## config.mk

```make
export PLATFORM = sky130hd
export DESIGN_NAME = gmft_front
export DESIGN_NICKNAME = d
export VERILOG_FILES = /design/src/gmft_pkg.sv /design/src/gmft_fifo.sv /design/src/gmft_front.sv
export SDC_FILE = /design/constraint.sdc
export NUM_CORES = 1
export LEC_CHECK = 0
export BUFFER_PORTS_ARGS = -buffer_cell sky130_fd_sc_hd__buf_2
export CELL_PAD_IN_SITES_DETAIL_PLACEMENT = 0
export CELL_PAD_IN_SITES_GLOBAL_PLACEMENT = 2
export CORE_UTILIZATION = 38
export CTS_CLUSTER_DIAMETER = 120
export DETAILED_ROUTE_END_ITERATION = 6
export PLACE_DENSITY = 0.82
export REMOVE_ABC_BUFFERS = 1
export SYNTH_ARGS = -nofsm -noshare
export SYNTH_HDL_FRONTEND = slang
export SYNTH_SLANG_ARGS = --single-unit
```

## constraint.sdc

```tcl
create_clock -name clk -period 3 [get_ports clk]
set_input_delay 0.6 -clock clk [delete_from_list [all_inputs] [get_ports clk]]
set_output_delay 0.6 -clock clk [all_outputs]
set_load 0.005 [all_outputs]
```

## src/gmft_pkg.sv

```systemverilog
// gmft_pkg: shared widths, request, command and status codes, and the
// command and result records of the group membership fanout table.
// No dependencies; gmft_front, gmft_back and the top level import it.
package gmft_pkg;

    // parameter defaults
    localparam int GROUPS_DEF  = 32;
    localparam int SLOTS_DEF   = 32;
    localparam int ID_BITS_DEF = 16;

    // fixed field widths
    localparam int REQ_W    = 2;
    localparam int GRP_W    = 8;
    localparam int ID_W     = 16;
    localparam int STATUS_W = 3;
    localparam int SLOT_W   = 5;
    localparam int OP_W     = 2;

    // queue depths between the parts
    localparam int CMD_DEPTH = 2;
    localparam int RES_DEPTH = 4;

    // request types on the input
    localparam logic [REQ_W-1:0] REQ_JOIN   = 2'd0;
    localparam logic [REQ_W-1:0] REQ_LEAVE  = 2'd1;
    localparam logic [REQ_W-1:0] REQ_SEND   = 2'd2;
    localparam logic [REQ_W-1:0] REQ_UNUSED = 2'd3;

    // classified commands handed to the back end
    localparam logic [OP_W-1:0] CMD_JOIN  = 2'd0;
    localparam logic [OP_W-1:0] CMD_LEAVE = 2'd1;
    localparam logic [OP_W-1:0] CMD_SEND  = 2'd2;
    localparam logic [OP_W-1:0] CMD_BAD   = 2'd3;

    // result status codes
    localparam logic [STATUS_W-1:0] ST_OK         = 3'd0;
    localparam logic [STATUS_W-1:0] ST_ALREADY    = 3'd1;
    localparam logic [STATUS_W-1:0] ST_FULL       = 3'd2;
    localparam logic [STATUS_W-1:0] ST_NOT_MEMBER = 3'd3;
    localparam logic [STATUS_W-1:0] ST_BAD_GROUP  = 3'd4;

    typedef struct packed {
        logic [OP_W-1:0]  op;
        logic [GRP_W-1:0] grp;
        logic [ID_W-1:0]  id;
    } cmd_t;

    // head of the command queue as seen by the back end
    typedef struct packed {
        logic avail;
        cmd_t cmd;
    } cmd_head_t;

    typedef struct packed {
        logic [STATUS_W-1:0] status;
        logic                dest_valid;
        logic [ID_W-1:0]     dest_id;
        logic [SLOT_W-1:0]   slot_index;
        logic                last;
    } res_t;

    localparam int CMD_BITS = $bits(cmd_t);
    localparam int RES_BITS = $bits(res_t);

endpackage

```

## src/gmft_fifo.sv

```systemverilog
// gmft_fifo: small first-in first-out queue of register entries with
// full and empty flags; used for the command queue and the result queue.
// No package dependencies.
module gmft_fifo #(
    parameter int WIDTH = 8,
    parameter int DEPTH = 2
) (
    input  logic             clk,
    input  logic             rst_n,
    input  logic             push,
    input  logic [WIDTH-1:0] wdata,
    output logic             full,
    input  logic             pop,
    output logic [WIDTH-1:0] rdata,
    output logic             empty
);

    localparam int PW = (DEPTH > 1) ? $clog2(DEPTH) : 1;
    localparam int CW = $clog2(DEPTH + 1);
    localparam logic [PW-1:0] LAST_PTR = PW'(DEPTH - 1);
    localparam logic [CW-1:0] DEPTH_C  = CW'(DEPTH);

    logic [WIDTH-1:0] entry_reg [DEPTH];
    logic [PW-1:0]    wr_ptr_reg, wr_ptr_next;
    logic [PW-1:0]    rd_ptr_reg, rd_ptr_next;
    logic [CW-1:0]    count_reg, count_next;
    logic             do_push, do_pop;

    assign full    = (count_reg == DEPTH_C);
    assign empty   = (count_reg == '0);
    assign do_push = push && !full;
    assign do_pop  = pop && !empty;
    assign rdata   = entry_reg[rd_ptr_reg];

    // pointer and count update
    always_comb
    begin
        wr_ptr_next = wr_ptr_reg;
        rd_ptr_next = rd_ptr_reg;
        count_next  = count_reg;
        if (do_push)
        begin
            wr_ptr_next = (wr_ptr_reg == LAST_PTR) ? '0 : wr_ptr_reg + PW'(1);
        end
        if (do_pop)
        begin
            rd_ptr_next = (rd_ptr_reg == LAST_PTR) ? '0 : rd_ptr_reg + PW'(1);
        end
        if (do_push && !do_pop)
        begin
            count_next = count_reg + CW'(1);
        end
        else if (do_pop && !do_push)
        begin
            count_next = count_reg - CW'(1);
        end
    end

    always_ff @(posedge clk or negedge rst_n)
    begin
        if (!rst_n)
        begin
            wr_ptr_reg <= '0;
            rd_ptr_reg <= '0;
            count_reg  <= '0;
        end
        else
        begin
            wr_ptr_reg <= wr_ptr_next;
            rd_ptr_reg <= rd_ptr_next;
            count_reg  <= count_next;
        end
    end

    // entry storage
    always_ff @(posedge clk)
    begin
        if (do_push)
        begin
            entry_reg[wr_ptr_reg] <= wdata;
        end
    end

endmodule

```

## src/gmft_front.sv

```systemverilog
// gmft_front: accepts requests, drops the unused request type, rejects
// out-of-range groups, masks the id and queues a command for the back end.
// Depends on gmft_pkg and gmft_fifo.
module gmft_front #(
    parameter int GROUPS  = gmft_pkg::GROUPS_DEF,
    parameter int ID_BITS = gmft_pkg::ID_BITS_DEF
) (
    input  logic                         clk,
    input  logic                         rst_n,
    input  logic                         push,
    output logic                         full,
    input  logic [gmft_pkg::REQ_W-1:0]   req_type,
    input  logic [gmft_pkg::GRP_W-1:0]   group_index,
    input  logic [gmft_pkg::ID_W-1:0]    member_id,
    input  logic                         cmd_pop,
    output gmft_pkg::cmd_head_t          cmd_head
);

    import gmft_pkg::*;

    localparam logic [GRP_W:0] GROUP_LIM = (GRP_W + 1)'(GROUPS);
    localparam logic [ID_W-1:0] ID_MASK =
        (ID_BITS >= ID_W) ? {ID_W{1'b1}} : ID_W'((64'd1 << ID_BITS) - 64'd1);

    cmd_t             cmd_in;
    logic             q_push;
    logic             q_empty;
    logic [CMD_BITS-1:0] q_rdata;

    // classify the incoming request
    always_comb
    begin
        cmd_in.grp = group_index;
        cmd_in.id  = member_id & ID_MASK;
        case (req_type)
            REQ_JOIN:  cmd_in.op = CMD_JOIN;
            REQ_LEAVE: cmd_in.op = CMD_LEAVE;
            default:   cmd_in.op = CMD_SEND;
        endcase
        if ({1'b0, group_index} >= GROUP_LIM)
        begin
            cmd_in.op = CMD_BAD;
        end
    end

    // unused request type is taken and dropped
    assign q_push = push && !full && (req_type != REQ_UNUSED);

    gmft_fifo #(
        .WIDTH (CMD_BITS),
        .DEPTH (CMD_DEPTH)
    ) u_cmd_q (
        .clk   (clk),
        .rst_n (rst_n),
        .push  (q_push),
        .wdata (cmd_in),
        .full  (full),
        .pop   (cmd_pop),
        .rdata (q_rdata),
        .empty (q_empty)
    );

    assign cmd_head.avail = !q_empty;
    assign cmd_head.cmd   = q_rdata;

endmodule

```

# == Word-level counts from Yosys, hierarchy flattened ==
# Memories as Yosys holds them, arrays and structs flattened.
# Cells that the tools add are included.
# word_totals
ff_bits,4
latch_bits,0
ramBits,52
romBits,0
input_bits,30
output_inout_bits,28
wordCells,33
memories,1
# memory_table
memory,words,width,read_ports,rd_clocked_by_memory_dff,wr,line_no,text
u_cmd_q.entry_reg,2,26,1,0,1,gmft_fifo.sv:23,logic [WIDTH-1:0] entry_reg [DEPTH];
# op_classes
addsub,4
n_mul,0
div,0
order_cmp,1
n_eq_ne,3
shifts,0
muxes,8
bitwise_logic,0
n_reduce_logical,13
# ops
operator,count
>= comparator 8 x 6 -> 1 bit (second input constant),1
logical AND 1 bit,6
2-to-1 mux 2 bit,3
logical NOT 1 bit,4
logical NOT 2 bit,2
2-to-1 mux 1 bit,4
case mux 2 bit (2 select lines),1
adder 1 bit (second input constant),2
adder 2 x 1 -> 2 bit (second input constant),1
equality test 2 x 1 -> 1 bit (second input constant),1
equality test 2 bit (second input constant),1
!= test 2 bit (second input constant),1
nonzero test 2 bit,1
subtractor 2 x 1 -> 2 bit (second input constant),1

# == Longest topological paths before layout ==
# logic_depth
ltp_word,9
mapped_depth,7

# == Modules after synthesis ==
# From an unflattened synthesis, not the netlist that was laid out.
# hier_totals
hier_cells,107
area_unflattened_um2,2213.4
# modules_own_cells
mod,instances,cells_each,area_per_inst_um2
gmft_fifo,1,100,2173.3
gmft_front,1,7,40.0

# == Worst setup path before layout ==
# Ideal clock, no wire load.
# synth_path
path_type,input-to-reg
startpoint,input port req_type[1] in the netlist's numbering
endpoint,memory u_cmd_q.entry_reg[1][0] in the netlist's numbering (enable)
setup_time_ns,0.409
arrival_time_ns,1.904
setup_slack_ns,0.687
stages,3
path_buffers,0
cell_sequence,nand2_1 > nand3b_4 > nor2_1
# synth_via
elab_chain_cells,5
# synth_rtl
element,line_no,text
"start, declared",gmft_front.sv:12,"input logic [gmft_pkg::REQ_W-1:0] req_type,"
!= test 2 bit,gmft_front.sv:47,assign q_push = push && !full && (req_type != REQ_UNUSED);
logical AND 1 bit,gmft_front.sv:47,
logical AND 1 bit,gmft_fifo.sv:31,assign do_push = push && !full;
2-to-1 mux 1 bit,gmft_fifo.sv:78,if (do_push)
2-to-1 mux 1 bit (implied by the code),gmft_fifo.sv:80,entry_reg[wr_ptr_reg] <= wdata;
"end, declared",gmft_fifo.sv:23,
# No other way between the ends.

==> impl_metrics.sql <==
INSERT INTO impl_metrics (metric_group, metric, value, unit) VALUES
('pwr', 'power_frac_seq', '49.2', '%'),
('drt', 'drtPass1Iterations', '3', ''),
('drt', 'antenna_violating_nets_post_route', '0', ''),
('clocking', 'cts_root_buffer', 'clkbuf_8', ''),
('grt', 'grt_pass1_wl', '5510', 'um'),
('worst_setup_path', 'reg2reg_to', 'u_cmd_q.entry_reg[1][18]$_DFFE_PP_', ''),
('clocking', 'latest_clock_arrival_within_the_worst_skew_pair', '0.29', 'ns'),
('synthesis', 'yosys.cell_types.count', '18', ''),
('grt', 'grt_max_degree', '27', ''),
('sta', 'fin_hold_ws', '0.0934', 'ns'),
('die', 'die_area', '6140', 'um2'),
('final_layout', 'finish.net_count', '201', ''),
('sta', 'clock_skew', '0.00324', 'ns'),
('drt', 'residual_drc_count', '0', ''),
('clocking', 'post_cts_resize_count', '0', ''),
('clocking', 'ctsHoldBuffers', '0', ''),
('sta', 'timing.setup.tns', '0', 'ns'),
('sta', 'final_setup_viols', '0', ''),
('worst_setup_path', 'data_arrival_critical_path', '1.40', 'ns'),
('clocking', 'cts_setup_buffers', '0', ''),
('synthesis', 'yosysWarnings', '0', ''),
('sta', 'fin_crit_sh', '66.8', '%'),
('die', 'core_area', '5570', 'um2'),
('final_layout', 'layout_commonest_cell', 'buf_2', ''),
('clocking', 'cts_bufs_inserted', '5', ''),
('placement', 'post_dp_cell_area', '2570', 'um2'),
('pwr', 'p_sw_share', '27.1', '%'),
('drt', 'drt_iter0_markers', '32', ''),
('pwr', 'p_per_area', '825', 'nW/um2'),
('final_layout', 'most-common-layout-cells', '57 x buf_2, 52 x edfxtp_1, 19 x mux2_4', ''),
('flow_run', 'maxCapViolations', '0', ''),
('clocking', 'cts_tree', 'built', ''),
('sta', 'tightestPinTransition', '0.362', 'ns'),
('final_layout', 'flow.area_growth_from_synthesis', '20.2', '%'),
('final_layout', 'num_antenna_cells', '0', ''),
('final_layout', 'final_design_area_no_fill', '2660', 'um2'),
('grt', 'number_of_global_route_vias_before_repair', '1136', ''),
('pwr', 'p_int', '0.00160', 'W'),
('pwr', 'power.combinational.fraction', '33.5', '%'),
('worst_setup_path', 'timing.setup.critical_path_class', 'reg2out', ''),
('pwr', 'report.power.total', '0.00219', 'W'),
('drt', 'total_via_count_in_the_routed_design', '1081', ''),
('drt', 'post_drt_wl_per_cell', '14.0', 'um'),
('pwr', 'leakagePower', '1.06', 'nW'),
('synthesis', 'synth_largest_type_area_fraction', '70.5', '%'),
('min_path', 'min_path_type', 'in2async', ''),
('placement', 'port_buffers', '57', ''),
('pwr', 'vdd.ir_drop.worst', '428', 'uV'),
('synthesis', 'yosys.area.top_type', 'edfxtp_1', ''),
('worst_setup_path', 'ff2ff_path_depth', '4', ''),
('sta', 'maxSlewViolCount', '0', ''),
('worst_setup_path', 'path_max_fanout', '13', ''),
('worst_setup_path', 'worst_setup_path_end_kind', 'output pin', ''),
('sta', 'setup_ws', '0.997', 'ns'),
('sta', 'max-slew-margin-rel', '75.8', '%'),
('die', 'placement_rows', '27', ''),
('die', 'starting_utilization_of_the_core_area', '39.7', '%'),
('die', 'die-width', '78.3', 'um'),
('worst_setup_path', 'worstReg2RegStart', 'u_cmd_q.count_reg[1]$_DFFE_PN0P_', ''),
('placement', 'hpwlAfterDp', '2480', 'um'),
('placement', 'place_ws', '1.28', 'ns'),
('clocking', 'cts_buffer_depth', '2', ''),
('final_layout', 'post_route_cells_drive_above_1_share', '57.3', '%'),
('outcome', 'run_status', 'completed', ''),
('die', 'dieHeight', '78.3', 'um'),
('placement', 'globalplace.congestion', '0.710', ''),
('sta', 'fmaxAchievable', '499', 'MHz'),
('grt', 'total_routing_usage_reported_by_global_routing', '12.1', '%'),
('worst_setup_path', 'crit_required', '2.40', 'ns'),
('sta', 'final_period_minus_worst_setup_slack', '2.00', 'ns'),
('sta', 'setup_repair_after_global_routing_missed_its_margin', 'false', '');
## logic make-up after synthesis
kind of cell,share of synthesized area [%]
DFF,75.0
muxes,16.4
and+or+nand+nor,2.94
buffers and inverters,2.82
xor gates and xnor gates,1.98
AOI/OAI and AO/OA,0.226
adders and majority gates,0.565
## cell usage after synthesis
library cell and number:
nand2b_1 1, mux2_4 19, mux2_2 7, buf_12 2
inv_1 3, ha_1 1, dfrtp_1 4, or2_1 1
nor2_1 3, nand3b_4 1, o21ai_0 1, edfxtp_1 52
buf_6 1, nand2_1 2, xnor2_1 3, nor3_1 1
xor2_1 2, nor2b_2 1
## routing by layer
| metal | wire, um | track usage (%) | up-vias |
|---|---|---|---|
| met5 | 0 | 0 | - |
| met3 | 186 | 4.07 | 0 |
| met4 | 0 | 2.78 | 0 |
| met1 | 1390 | 13.9 | 523 |
| met2 | 1820 | 21.8 | 35 |
| li1 | - | - | 523 |
## worst max path at each step
stage / cells after the start / start / endpoint / slack, ns
after floorplan: 3 / req_type[1] / u_cmd_q.entry_reg[1][0]$_DFFE_PP_ / 0.69
after global placement: 3 / u_cmd_q.rd_ptr_reg$_DFFE_PN0P_ / cmd_head[6] / 1.32
after detailed placement: 5 / req_type[1] / u_cmd_q.entry_reg[1][16]$_DFFE_PP_ / 1.28
after CTS: 3 / u_cmd_q.rd_ptr_reg$_DFFE_PN0P_ / cmd_head[6] / 0.97
after global routing: 3 / u_cmd_q.rd_ptr_reg$_DFFE_PN0P_ / cmd_head[12] / 0.89
final: 3 / u_cmd_q.rd_ptr_reg$_DFFE_PN0P_ / cmd_head[12] / 1.0
## through the flow
| stage | instances | utilization, % |
|---|---|---|
| 2_1_floorplan | 102 | - |
| 3_3_place_gp | 235 | 46.2 |
| 3_5_place_dp | 235 | 46.2 |
| 4_1_cts | 243 | 47.7 |
| 5_1_grt | 243 | 47.7 |
| 6_report | 243 | 47.7 |
## worst max-delay path, stage by stage, from the launching register on
cell,delay (ns)
dfrtp_1,0.36
buf_4,0.26
mux2_2,0.37
buf_2,0.12
## final cells by class
type                            count  area [um2]
Fill cell                         475        2910
Sequential cell                    56        1660
Multi-Input combinational cell     43         495
Timing Repair Buffer               61         315
Tap cell                           72        90.1
Clock buffer                        5        68.8
Clock inverter                      3        18.8
Inverter                            3        11.3
## power by group through the flow
stage               clock (W)  combinational (W)  sequential (W)
floorplan                   0           0.000424         0.00115
global placement            0           0.000740         0.00109
detailed placement          0           0.000755         0.00110
CTS                  0.000398           0.000755         0.00108
global route         0.000432           0.000804         0.00110
finish               0.000379           0.000736         0.00108
Power figures use the tool's default switching activity.
