<file path="config.mk">
export PLATFORM = sky130hd
export DESIGN_NAME = gmft_fifo
export DESIGN_NICKNAME = d
export VERILOG_FILES = /design/src/gmft_fifo.sv
export SDC_FILE = /design/constraint.sdc
export NUM_CORES = 1
export LEC_CHECK = 0
export ABC_AREA = 1
export BUFFER_PORTS_ARGS = -buffer_cell sky130_fd_sc_hd__buf_2
export CAP_MARGIN = 20
export CORE_MARGIN = 2
export CORE_UTILIZATION = 44
export DETAILED_ROUTE_END_ITERATION = 8
export PLACE_DENSITY = 0.71
export SYNTH_ARGS = -nofsm -noshare
export SYNTH_HDL_FRONTEND = slang
export SYNTH_SLANG_ARGS = --single-unit
</file>
<file path="constraint.sdc">
create_clock -name clk -period 1.35 [get_ports clk]
set_input_delay 0 -clock clk [delete_from_list [all_inputs] [get_ports clk]]
set_output_delay 0 -clock clk [all_outputs]
set_load 0.05 [all_outputs]
</file>
<file path="src/gmft_fifo.sv">
// gmft_fifo: small first-in first-out queue of register entries with
// full and empty flags; used for the command queue and the result queue.
// No package dependencies.
module gmft_fifo #(
    parameter int WIDTH = 8,
    parameter int DEPTH = 2
) (
    input  logic             clk,
    input  logic             rst_n,
    input  logic             push,
    input  logic [WIDTH-1:0] wdata,
    output logic             full,
    input  logic             pop,
    output logic [WIDTH-1:0] rdata,
    output logic             empty
);

    localparam int PW = (DEPTH > 1) ? $clog2(DEPTH) : 1;
    localparam int CW = $clog2(DEPTH + 1);
    localparam logic [PW-1:0] LAST_PTR = PW'(DEPTH - 1);
    localparam logic [CW-1:0] DEPTH_C  = CW'(DEPTH);

    logic [WIDTH-1:0] entry_reg [DEPTH];
    logic [PW-1:0]    wr_ptr_reg, wr_ptr_next;
    logic [PW-1:0]    rd_ptr_reg, rd_ptr_next;
    logic [CW-1:0]    count_reg, count_next;
    logic             do_push, do_pop;

    assign full    = (count_reg == DEPTH_C);
    assign empty   = (count_reg == '0);
    assign do_push = push && !full;
    assign do_pop  = pop && !empty;
    assign rdata   = entry_reg[rd_ptr_reg];

    // pointer and count update
    always_comb
    begin
        wr_ptr_next = wr_ptr_reg;
        rd_ptr_next = rd_ptr_reg;
        count_next  = count_reg;
        if (do_push)
        begin
            wr_ptr_next = (wr_ptr_reg == LAST_PTR) ? '0 : wr_ptr_reg + PW'(1);
        end
        if (do_pop)
        begin
            rd_ptr_next = (rd_ptr_reg == LAST_PTR) ? '0 : rd_ptr_reg + PW'(1);
        end
        if (do_push && !do_pop)
        begin
            count_next = count_reg + CW'(1);
        end
        else if (do_pop && !do_push)
        begin
            count_next = count_reg - CW'(1);
        end
    end

    always_ff @(posedge clk or negedge rst_n)
    begin
        if (!rst_n)
        begin
            wr_ptr_reg <= '0;
            rd_ptr_reg <= '0;
            count_reg  <= '0;
        end
        else
        begin
            wr_ptr_reg <= wr_ptr_next;
            rd_ptr_reg <= rd_ptr_next;
            count_reg  <= count_next;
        end
    end

    // entry storage
    always_ff @(posedge clk)
    begin
        if (do_push)
        begin
            entry_reg[wr_ptr_reg] <= wdata;
        end
    end

endmodule

</file>
After elaboration in Yosys (flattened, before gate mapping)
Memories as Yosys holds them, arrays and structs flattened.
Index checks and enable logic that the tools add are counted.
Word-level totals
  register bits: 4
  RAM bits: 16
  input bits: 12
  output and inout bits: 10
  memories: 1
Memory list
  entry_reg: depth 2, bits a word 8, rd ports 1, clocked after memory_dff 0, wr ports 1, RTL line 23  | logic [WIDTH-1:0] entry_reg [DEPTH];
Cells by class
  add/sub/neg operators: 4
  equal/unequal tests: 1
  mux-type cells: 6
  reduce and logical (&&, ||, !) cells: 10
Operators with widths (number)
  $logic_and A1 B1 Y1: 4
  $logic_not A1 Y1: 4
  $mux W1: 4
  $mux W2: 2
  $add A1 B1 Y1 const B: 2
  $add A2 B1 Y2 const B: 1
  $eq A2 B2 Y1 const B: 1
  $logic_not A2 Y1: 1
  $reduce_bool A2 Y1: 1
  $sub A2 B1 Y2 const B: 1

Logic depth before layout (Yosys ltp)
Gate-level depths: netlist (run 1).
  depth in word-level cells: 7
  gate-level depth with buffers: 9
  mapped depth without buffers: 9

Worst setup path after synthesis (run 1)
OpenSTA, ideal clock, no wires.
  kind: register to register
  from: register count_reg[0]
  to: register count_reg[1]
  library setup time: 0.117 ns
  arrival time: 1.521 ns
  required time: 1.233 ns
  setup slack: -0.288 ns
  stages on the path, launching flop included: 8
  path buffers: 0
  period minus slack after synthesis: 1.638 ns
  cell sequence: dfrtp_1 nor2_2 nor2_2 ha_1 inv_1 nand3_1 nand2_1 nand2_1
Between the ends
  cells in the longest elaborated chain, start to end: 6
  elaborated cells between the ends (all ways): 15
Ends and longest elaborated chain
  start: declaration: RTL line 26  | logic [CW-1:0] count_reg, count_next;
  start signal: assignment: RTL line 71  | count_reg <= count_next;
  $eq A2 B2 Y1 (*): RTL line 29  | assign full = (count_reg == DEPTH_C);
  named net full: RTL line 12  | output logic full,
  $logic_not A1 Y1 (*): RTL line 31  | assign do_push = push && !full;
  $logic_and A1 B1 Y1 (*): RTL line 31
  $logic_not A1 Y1: RTL line 53  | else if (do_pop && !do_push)
  $logic_and A1 B1 Y1: RTL line 53
  $reduce_bool A2 Y1 (no line)
The timed path passes the listed nets; every way through them passes the cells marked *. The select of a mux whose other input is x is not followed.
A chain may end at the register's enable or synchronous reset.

Final worst setup path (run 1)
  from: register count_reg[1]
  to: memory entry_reg[0][1] (enable)
Between the ends
  cells in the longest elaborated chain, start to end: 5
Ends and longest elaborated chain
  $eq A2 B2 Y1: RTL line 29
  $logic_not A1 Y1: RTL line 31
  $logic_and A1 B1 Y1: RTL line 31
  $mux W1: RTL line 78  | if (do_push)
  $mux W1 (implied by the code): RTL line 80  | entry_reg[wr_ptr_reg] <= wdata;
  end: declaration: RTL line 23
No other way between the ends.

==> results of run 1 <==
[stage by stage]
step	instance area, um2	TNS, ns	utilization	setup slack, ns	hold slack (ns)
after floorplan	818	-0.116	-	-0.108	-0.296
after global placement	1000	-0.0710	0.580	-0.0629	-0.191
after detailed placement	1000	-0.456	0.580	-0.0987	-0.188
after CTS	1170	-0.0251	0.676	-0.0251	0.0140
after global routing	1230	-0.142	0.714	-0.0233	0.0210
final	1230	0	0.714	0.0265	0.00920
[worst max-delay path, cell delays in order, from the launching register on]
cell	delay, ns
dfrtp_1	0.40
inv_2	0.06
buf_4	0.12
nor2_4	0.04
nor2_4	0.11
nand2_1	0.09
inv_1	0.08
buf_4	0.15
[routing by layer]
layer  track usage  part of all wire
met5             0                 0
met1         0.198              0.43
met2         0.271              0.52
met4        0.0833             0.014
met3        0.0231             0.038
[cell type report]
cell class	count	area (um2)	area share
multi-input cells	44	238	0.193
clock buffers	3	22.5	0.0183
flip-flops and latches	20	583	0.473
clock inverters	1	30.0	0.0244
inverters	8	32.5	0.0264
well taps	25	31.3	0.0254
repair buffers	40	295	0.240
[cell usage in the layout, fill, tap and decap left out]
master	n
nand2_1	33
edfxtp_1	16
buf_2	15
dlygate4sd3_1	10
clkbuf_4	8
buf_4	8
inv_1	5
nor2_2	2
inv_2	2
nor2_4	2
dfrtp_2	2
dfrtp_1	2
buf_6	2
inv_4	1
o21ai_4	1
o21ai_0	1
xnor2_1	1
nand3b_1	1
nand3_2	1
nand4_1	1
ha_4	1
bufinv_16	1
[power by group through the flow]
stage | clock network, mW | registers, mW | logic, mW
3_3_place_gp | 0 | 0.962 | 1.38
2_1_floorplan | 0 | 0.946 | 1.01
5_1_grt | 0.503 | 0.949 | 1.81
6_report | 0.484 | 0.936 | 1.68
4_1_cts | 0.483 | 0.961 | 1.46
3_5_place_dp | 0 | 0.973 | 1.40
[cells by family (layout without fill, tap and decap cells)]
kind of cell               after synthesis  in the layout
DFF                                     20             20
adders and majority gates                1              1
and+or+nand+nor                         40             40
xor gates and xnor gates                 1              1
buffers and inverters                    9             52
AOI/OAI and AO/OA                        2              2
[how the worst max path moves through the flow]
stage / endpoint / slack, ns / start / cells past startpoint
after floorplan: count_reg[1] / -0.11 / count_reg[1] / 8
after global placement: count_reg[1] / -0.06 / count_reg[0] / 7
after detailed placement: count_reg[1] / -0.1 / count_reg[0] / 7
after CTS: count_reg[1] / -0.03 / count_reg[0] / 8
after global routing: entry_reg[0][1] / -0.02 / count_reg[1] / 7
final: entry_reg[0][1] / 0.03 / count_reg[1] / 7
[repair_timing]
| action | in CTS | in global routing |
|---|---|---|
| buffers inserted | 0 | 2 |
| pin swaps | 0 | 3 |
| hold endpoints to repair | 21 | 0 |
| resized for setup | 6 | 13 |
| hold buffers | 10 | 0 |
| setup endpoints to repair | 19 | 16 |
==> out/qor.yml, run 1 <==
clk_pin_slew_ns: 0.11
synth.most_common_cell: "nand2_1"
viasPerCell: 4.45
fill_cells: 132
netlist_area_um2: 810
relSlewSlack: 0.728
finalCritPeriodShare: 0.980
clkLatencyLatePin_ns: 0.30
setup_viol: 0
antennaDiodeCount: 0
fmax_mhz: 756
critPathMaxFanout: 6
grt_pass1_wl_mm: 2.35
path_class: "flop to flop"
portBuffers: 21
rr_worst_depth: 7
synth_common_cells: "33 x nand2_1, 16 x edfxtp_1, 7 x inv_1"
finalMaxSlewViolations: 0
cp.arrival_ns: 1.35
cts_tree: "done"
dieArea_um2: 2200
row_count: 15
cts.path.max_buffers: 2
synth-warning-count: 0
largest_reg_flops: 16
rr_startpoint: "count_reg[1]"
synth_top_family_by_area: "simple AND/OR/NAND/NOR gates"
drt-total-wl_mm: 1.65
max_cap_violations: 0
reg2reg_slack_ns: 0.03
drt-initial-drc-count: 10
pwr-share-clk: 0.156
yosys.area.top_type: "edfxtp_1"
r2r_end: "entry_reg[0][1]"
power_switching_share: 0.441
muxShareOfSynthArea: 0
hold_viol_final: 0
overflow: 0
die_w_um: 46.9
io_pins: 22
yosysTopAreaCellShare: 0.594
ys_seq_elements: 20
synthDistinctLibCells: 14
fin_cells: 141
outcome: "finished clean"
synth.yosys.seq_area_share: 0.717
p_int_mw: 1.73
syn_to_final_growth_pct: 52.2
power.density_nw_per_um2: 2510
coreArea_um2: 1730
clock_skew_ns: 0.00232
p_leak_nw: 0.566
synth_fa_ha_area_frac: 0.0155
dp.cells: 125
initial_utilization: 0.469
power_mw: 3.10
worstMarginPinSlew_ns: 0.408
cts_root_buffer: "clkbuf_4"
gp_congestion: 0.726
syn_avg_cell_area_um2: 11.1
async_flop_share: 0.200
synthFlopType: "edfxtp_1"
synth_edf_count: 16
cp-start-kind: "flop"
vias: 627
synthSimpleGateAreaFrac: 0.201
die_h_um: 46.9
yosys-top-cells-area: "edfxtp_1 59%, nand2_1 15%, dfrtp_1 12%"
synthXorXnorAreaFrac: 0.0108
grt_usage: 0.160
syn-num-nets: 86
h-tree-depth: 1
grt_pass1_vias: 562
first_pass_iters: 4
crit_required_ns: 1.38
drc: 0
period_needed_ns: 1.32
antenna_left: 0
grt_start_max_net_pins: 13
power.share.sequential: 0.302
vdd_ir_drop_max_mv: 1.56
cts_buffers: 3
combPwrFrac: 0.542
wl_per_cell_um: 11.7
synth_compound_area_frac: 0.0124
hold_path.class: "input port to asynchronous set/reset pin"
drive_above_1_share: 0.397
nets: 130
antenna_found_initial: 0
worst_setup_path_end_kind: "flop"
p_sw_mw: 1.37
rsz0062_at_grt: "yes"
cts_sinks: 20
syn_inst: 73
No activity file was read; power rests on OpenSTA's default activity.
==> inputs of run 2 (changes only) <==
--- a/config.mk
+++ b/config.mk
@@ -5,13 +5,13 @@
 export SDC_FILE = /design/constraint.sdc
 export NUM_CORES = 1
 export LEC_CHECK = 0
-export ABC_AREA = 1
+export ABC_AREA = 0
 export BUFFER_PORTS_ARGS = -buffer_cell sky130_fd_sc_hd__buf_2
 export CAP_MARGIN = 20
 export CORE_MARGIN = 2
 export CORE_UTILIZATION = 44
 export DETAILED_ROUTE_END_ITERATION = 8
-export PLACE_DENSITY = 0.71
+export PLACE_DENSITY = 0.72
 export SYNTH_ARGS = -nofsm -noshare
 export SYNTH_HDL_FRONTEND = slang
 export SYNTH_SLANG_ARGS = --single-unit
==> out/qor.yml, run 2 <==
finalCritPeriodShare: 0.978  # -0.00262
clkLatencyLatePin_ns: 0.29  # about the same
dieArea_um2: 2130  # -3.1%
dr_wl_met2_um: 727  # -15%
pwr-share-clk: 0.096  # -0.060
hold_path.class: "input port to asynchronous set/reset pin"
cts_buffers: 3  # unchanged
antenna_found_initial: 0  # unchanged
synthDistinctLibCells: 15  # +1
io_pins: 22  # unchanged
p_sw_mw: 1.17  # -15%
power_mw: 2.85  # -8.0%
rsz0062_at_grt: "yes"
grt_pass1_wl_mm: 1.90  # -19%
mostFrequentLayoutCells: "16 x edfxtp_1, 13 x buf_2, 11 x buf_4"
cts_root_buffer: "clkbuf_4"
yosys-top-cells-area: "edfxtp_1 61%, dfrtp_1 13%, mux2_1 8.6%"
netlist_area_um2: 782  # -3.4%
place_hpwl_um: 899
combPwrFrac: 0.550  # +0.008
critPathMaxFanout: 3  # -3
wl_met1_um: 614  # -13%
overflow: 0  # unchanged
async_flop_share: 0.200  # unchanged
drt-total-wl_mm: 1.40  # -15%
p_leak_nw: 0.509  # -10%
fin_hold_ws_ns: 0.0704  # +0.0612 ns
clock_skew_ns: 0.00382  # +0.00149 ns
synth.most_common_cell: "edfxtp_1"
relSlewSlack: 0.834  # +0.106
crit_required_ns: 1.53  # +0.15 ns
drt-initial-drc-count: 7  # -3
p_int_mw: 1.68  # -2.9%
synth_compound_area_frac: 0.00640  # -0.00596
clk_pin_slew_ns: 0.10  # about the same
power.share.sequential: 0.354  # +0.052
syn_inst: 44  # -40%
worst_setup_path_end_kind: "flop"
first_pass_iters: 4  # unchanged
cp_num_cells: 6  # -1
worstMarginPinSlew_ns: 0.251  # -0.157 ns
row_count: 15  # unchanged
antennaDiodeCount: 0  # unchanged
antenna_left: 0  # unchanged
synthXorXnorAreaFrac: 0.0656  # +0.0548
yosys.area.top_type: "edfxtp_1"
gp_congestion: 0.659  # -9.2%
path_delay_family: "flip-flops"
portBuffers: 21  # unchanged
cts_tree: "done"
die_w_um: 46.2  # -1.6%
synth.yosys.seq_area_share: 0.742  # +0.0252
topRoutingLayerUsed: "met4"
syn_to_final_growth_pct: 54.7
die_h_um: 46.2  # -1.6%
cp_cell_sequence: "buf_4 > o21ai_4 > ha_4 > xor2_2 > nor2_2 > xor2_1"
vias: 507  # -19%
grt_start_max_net_pins: 12  # -1
syn-num-nets: 57  # -34%
grt_pass1_vias: 486  # -14%
outcome: "finished clean"
initial_utilization: 0.463  # -0.00588
nets: 103  # -21%
max_cap_violations: 0  # unchanged
slowest_delay_ns: 0.41  # about the same
cts_sinks: 20  # unchanged
largest_reg_flops: 16  # unchanged
finalMaxSlewViolations: 0  # unchanged
yosysTopAreaCellShare: 0.614  # +0.0209
vdd_ir_drop_max_mv: 1.39  # -11%
path_class: "flop to flop"
power_switching_share: 0.410  # -0.0315
critPathSlowestCell: "dfrtp_1"
setup_viol: 0  # unchanged
met3WireLength_um: 49  # -21%
cp.arrival_ns: 1.50  # +0.15 ns
synthFlopType: "edfxtp_1"
synthSimpleGateAreaFrac: 0.0384  # -0.163
synth_edf_count: 16  # unchanged
period_needed_ns: 1.32  # -0.00353 ns
synth_fa_ha_area_frac: 0.0160  # +0.000544
hold_viol_final: 0  # unchanged
coreArea_um2: 1690  # -2.2%
rr_worst_depth: 6  # -1
cp.buffers_inverters: 1  # -3
h-tree-depth: 1  # unchanged
final_common_cell: "edfxtp_1"
wl_per_cell_um: 13.2  # +13%
viasPerCell: 4.78  # +7.6%
power.density_nw_per_um2: 2360  # -6.3%
drive_above_1_share: 0.551  # +0.154
synth_common_cells: "16 x edfxtp_1, 6 x mux2_1, 4 x dfrtp_1"
synth_top_family_by_area: "multiplexers"
syn_avg_cell_area_um2: 17.8  # +60%
cp-start-kind: "flop"
drc: 0  # unchanged
synth-warning-count: 0  # unchanged
cts.path.max_buffers: 2  # unchanged
ys_seq_elements: 20  # unchanged
muxShareOfSynthArea: 0.115  # +0.115
grt_usage: 0.139  # -0.0203
fmax_mhz: 758  # +0.27%
==> run 2: worst paths after layout <==
| kind | from | end | slack [ns] |
|---|---|---|---|
| min in group clk | push | wr_ptr_reg | 0.09 |
| worst max-delay path | count_reg[0] | count_reg[1] | 0.03 |
| worst min-delay path | rst_n | count_reg[0] | 0.07 |
| max in group asynchronous | rst_n | rd_ptr_reg | 1.15 |
| worst max register to register | count_reg[0] | count_reg[1] | 0.03 |
| worst min register to register | wr_ptr_reg | wr_ptr_reg | 0.55 |
==> run 2: logic make-up (layout without fill, tap and decap cells) <==
family                   Yosys count  count (layout)
flip-flops                        20              20
multiplexers                       8               8
AND/OR/NAND/NOR                    6               6
XOR/XNOR                           5               5
buffers and inverters              3              48
adder cells (fa/ha/maj)            1               1
AO/OA/AOI/OAI                      1               1
==> run 2: power groups by stage <==
stage          combinational (mW)  sequential, mW  clock, mW
2_1_floorplan               0.932           0.951          0
3_3_place_gp                 1.18            1.01          0
3_5_place_dp                 1.19            1.02          0
4_1_cts                      1.37            1.02      0.288
5_1_grt                      1.65            1.03      0.308
6_report                     1.57            1.01      0.272
==> run 2: what timing repair did <==
item,4_1_cts,5_1_grt
hold endpoints to repair,20,0
endpoints found under the setup margin,9,17
hold buffers,9,0
cloned,0,0
buffers inserted,0,5
pin swaps,1,3
resized for setup,16,9
==> run 2: stage by stage <==
stage,area [um2],util,TNS [ns],cells,setup WS (ns)
after global routing,1210,0.716,-0.0801,106,-0.0383
after global placement,966,0.572,0,88,0.0661
after CTS,1140,0.673,-0.0101,101,-0.0101
final,1210,0.716,0,106,0.0300
after floorplan,792,-,0,44,0.00951
after detailed placement,966,0.572,-0.0290,88,-0.0290
==> run 2: layout make-up <==
class,instances,area [um2]
Timing Repair Buffer,42,339
Fill cell,127,479
Inverter,2,7.51
Clock buffer,3,22.5
Tap cell,17,21.3
Multi-Input combinational cell,21,233
Sequential cell,20,583
Clock inverter,1,3.75
==> run 2: routing by layer <==
layer,vias to the layer above,GRT usage
met5,-,0
met4,0,0.0857
met3,2,0.0471
met2,12,0.228
met1,245,0.155
li1,248,-
==> run 2: worst reg2reg max path, cell delays in order (launching register included) <==
cell	delay (ns)
dfrtp_1	0.41
buf_4	0.15
o21ai_4	0.15
ha_4	0.16
xor2_2	0.15
nor2_2	0.06
xor2_1	0.14
==> inputs of run 3 (changes only) <==
--- a/config.mk
+++ b/config.mk
@@ -6,7 +6,7 @@
 export NUM_CORES = 1
 export LEC_CHECK = 0
 export ABC_AREA = 0
-export BUFFER_PORTS_ARGS = -buffer_cell sky130_fd_sc_hd__buf_2
+export BUFFER_PORTS_ARGS = -buffer_cell sky130_fd_sc_hd__buf_4
 export CAP_MARGIN = 20
 export CORE_MARGIN = 2
 export CORE_UTILIZATION = 44
==> out/qor.yml, run 3 (synthesized netlist as in run 2, its figures left out) <==
place_hpwl_um: 921  # +2.4%
dieArea_um2: 2130  # unchanged
setup_viol: 0  # unchanged
gp_congestion: 0.684  # +3.8%
hold_path.class: "input port to asynchronous set/reset pin"
overflow: 0  # unchanged
use_met2: 0.239  # +0.0111
period_needed_ns: 1.33  # +0.00736 ns
cts_root_buffer: "clkbuf_4"
relSlewSlack: 0.851  # +0.0174
vias: 490  # -3.4%
io_pins: 22  # unchanged
largest_reg_flops: 16  # unchanged
viasPerCell: 4.76  # -0.54%
syn_to_final_growth_pct: 51.7
max_cap_violations: 0  # unchanged
grt_usage: 0.152  # +0.0129
drc: 0  # unchanged
dp.cells: 88  # unchanged
portBuffers: 21  # unchanged
grt.met1_usage: 0.177  # +0.0224
fin_cells: 103  # -2.8%
fin_hold_ws_ns: 0.0208  # -0.0496 ns
antennaDiodeCount: 0  # unchanged
rsz0062_at_grt: "yes"
reg2reg_slack_ns: 0.04  # about the same
final_common_cell: "buf_4"
die_w_um: 46.2  # unchanged
worst_setup_path_end_kind: "output pin"
worstMarginPinSlew_ns: 0.223  # -0.0278 ns
finalMaxSlewViolations: 0  # unchanged
path_class: "flop to output pin"
grt-busiest-layer: "met2"
antenna_left: 0  # unchanged
cts_buffers: 3  # unchanged
outcome: "finished clean"
cts_tree: "done"
power.density_nw_per_um2: 2310  # -1.7%
h-tree-depth: 1  # unchanged
rr_startpoint: "count_reg[0]"
vdd_ir_drop_max_mv: 1.35  # -2.5%
drive_above_1_share: 0.500  # -0.0506
cts.path.max_buffers: 2  # unchanged
fmax_mhz: 753  # -0.55%
pre_cts_ws_ns: 0.00500  # +0.0339 ns
cts_sinks: 20  # unchanged
critPathMaxFanout: 9  # +6
drt-initial-drc-count: 2  # -5
wl_per_cell_um: 12.8  # -3.2%
first_pass_iters: 2  # -2
r2r_end: "count_reg[1]"
antenna_found_initial: 0  # unchanged
die_h_um: 46.2  # unchanged
setup_slack_ns: 0.0226  # -0.00736 ns
mostFrequentLayoutCells: "22 x buf_4, 16 x edfxtp_1, 9 x dlygate4sd3_1"
hold_viol_final: 0  # unchanged
grt_start_max_net_pins: 12  # unchanged
grt_pass1_wl_mm: 2.07  # +8.7%
finalCritPeriodShare: 0.983  # +0.00545
clk_pin_slew_ns: 0.10  # about the same
clock_skew_ns: 0.00789  # +0.00407 ns
rr_worst_depth: 6  # unchanged
clkLatencyLatePin_ns: 0.30  # about the same
cp.arrival_ns: 1.33  # -0.17 ns
coreArea_um2: 1690  # unchanged
cp-start-kind: "flop"
row_count: 15  # unchanged
drt-total-wl_mm: 1.32  # -6.0%
p_leak_nw: 0.503  # -1.2%
crit_required_ns: 1.35  # -0.18 ns
initial_utilization: 0.463  # unchanged
nets: 100  # -2.9%
met3_usage: 0.0588  # +0.0118
grt_pass1_vias: 482  # -0.82%
## run 3: per-layer routing
| layer | vias up | routed length, um |
|---|---|---|
| li1 | 242 | - |
| met1 | 234 | 570 |
| met2 | 12 | 693 |
| met3 | 2 | 44 |
| met4 | 0 | 10 |
| met5 | - | 0 |
## run 3: how the worst max path moves through the flow
stage | end | from
global route | rdata[5] | rd_ptr_reg
detailed placement | count_reg[1] | count_reg[0]
CTS | rdata[1] | rd_ptr_reg
finish | rdata[7] | rd_ptr_reg
floorplan | count_reg[1] | count_reg[0]
global placement | count_reg[1] | count_reg[0]
## run 3: worst max-delay path, cell delays in order (launching register included)
cell and delay [ns]:
dfrtp_2 0.51, mux2_2 0.38, buf_6 0.15
## run 3: final cells by class
cell class,instances,area [um2]
inverter,2,7.51
sequential,20,583
timing repair buffer,39,345
multi-input combinational,21,203
fill,120,503
clock buffer,4,26.3
tap,17,21.3
## run 3: what timing repair did
item                                   CTS  global route
endpoints found under the hold margin   20             0
buffers inserted                         2             0
hold buffers                             9             0
pin swaps                                1             0
setup endpoints to repair                9             9
gates resized for setup                  8             4
## run 3: where the power goes
group / internal (mW) / total [mW] / switching, mW
registers: 0.868 / 1.00 / 0.137
logic: 0.644 / 1.46 / 0.811
clock network: 0.115 / 0.285 / 0.170
## run 3: stage by stage
| step | util | setup TNS (ns) | area, um2 | power (mW) |
|---|---|---|---|---|
| after CTS | 0.697 | 0 | 1180 | 2.74 |
| after global routing | 0.702 | -0.329 | 1190 | 2.89 |
| final | 0.702 | 0 | 1190 | 2.74 |
| after global placement | 0.603 | 0 | 1020 | 2.29 |
| after detailed placement | 0.603 | 0 | 1020 | 2.31 |
| after floorplan | - | 0 | 792 | 1.88 |
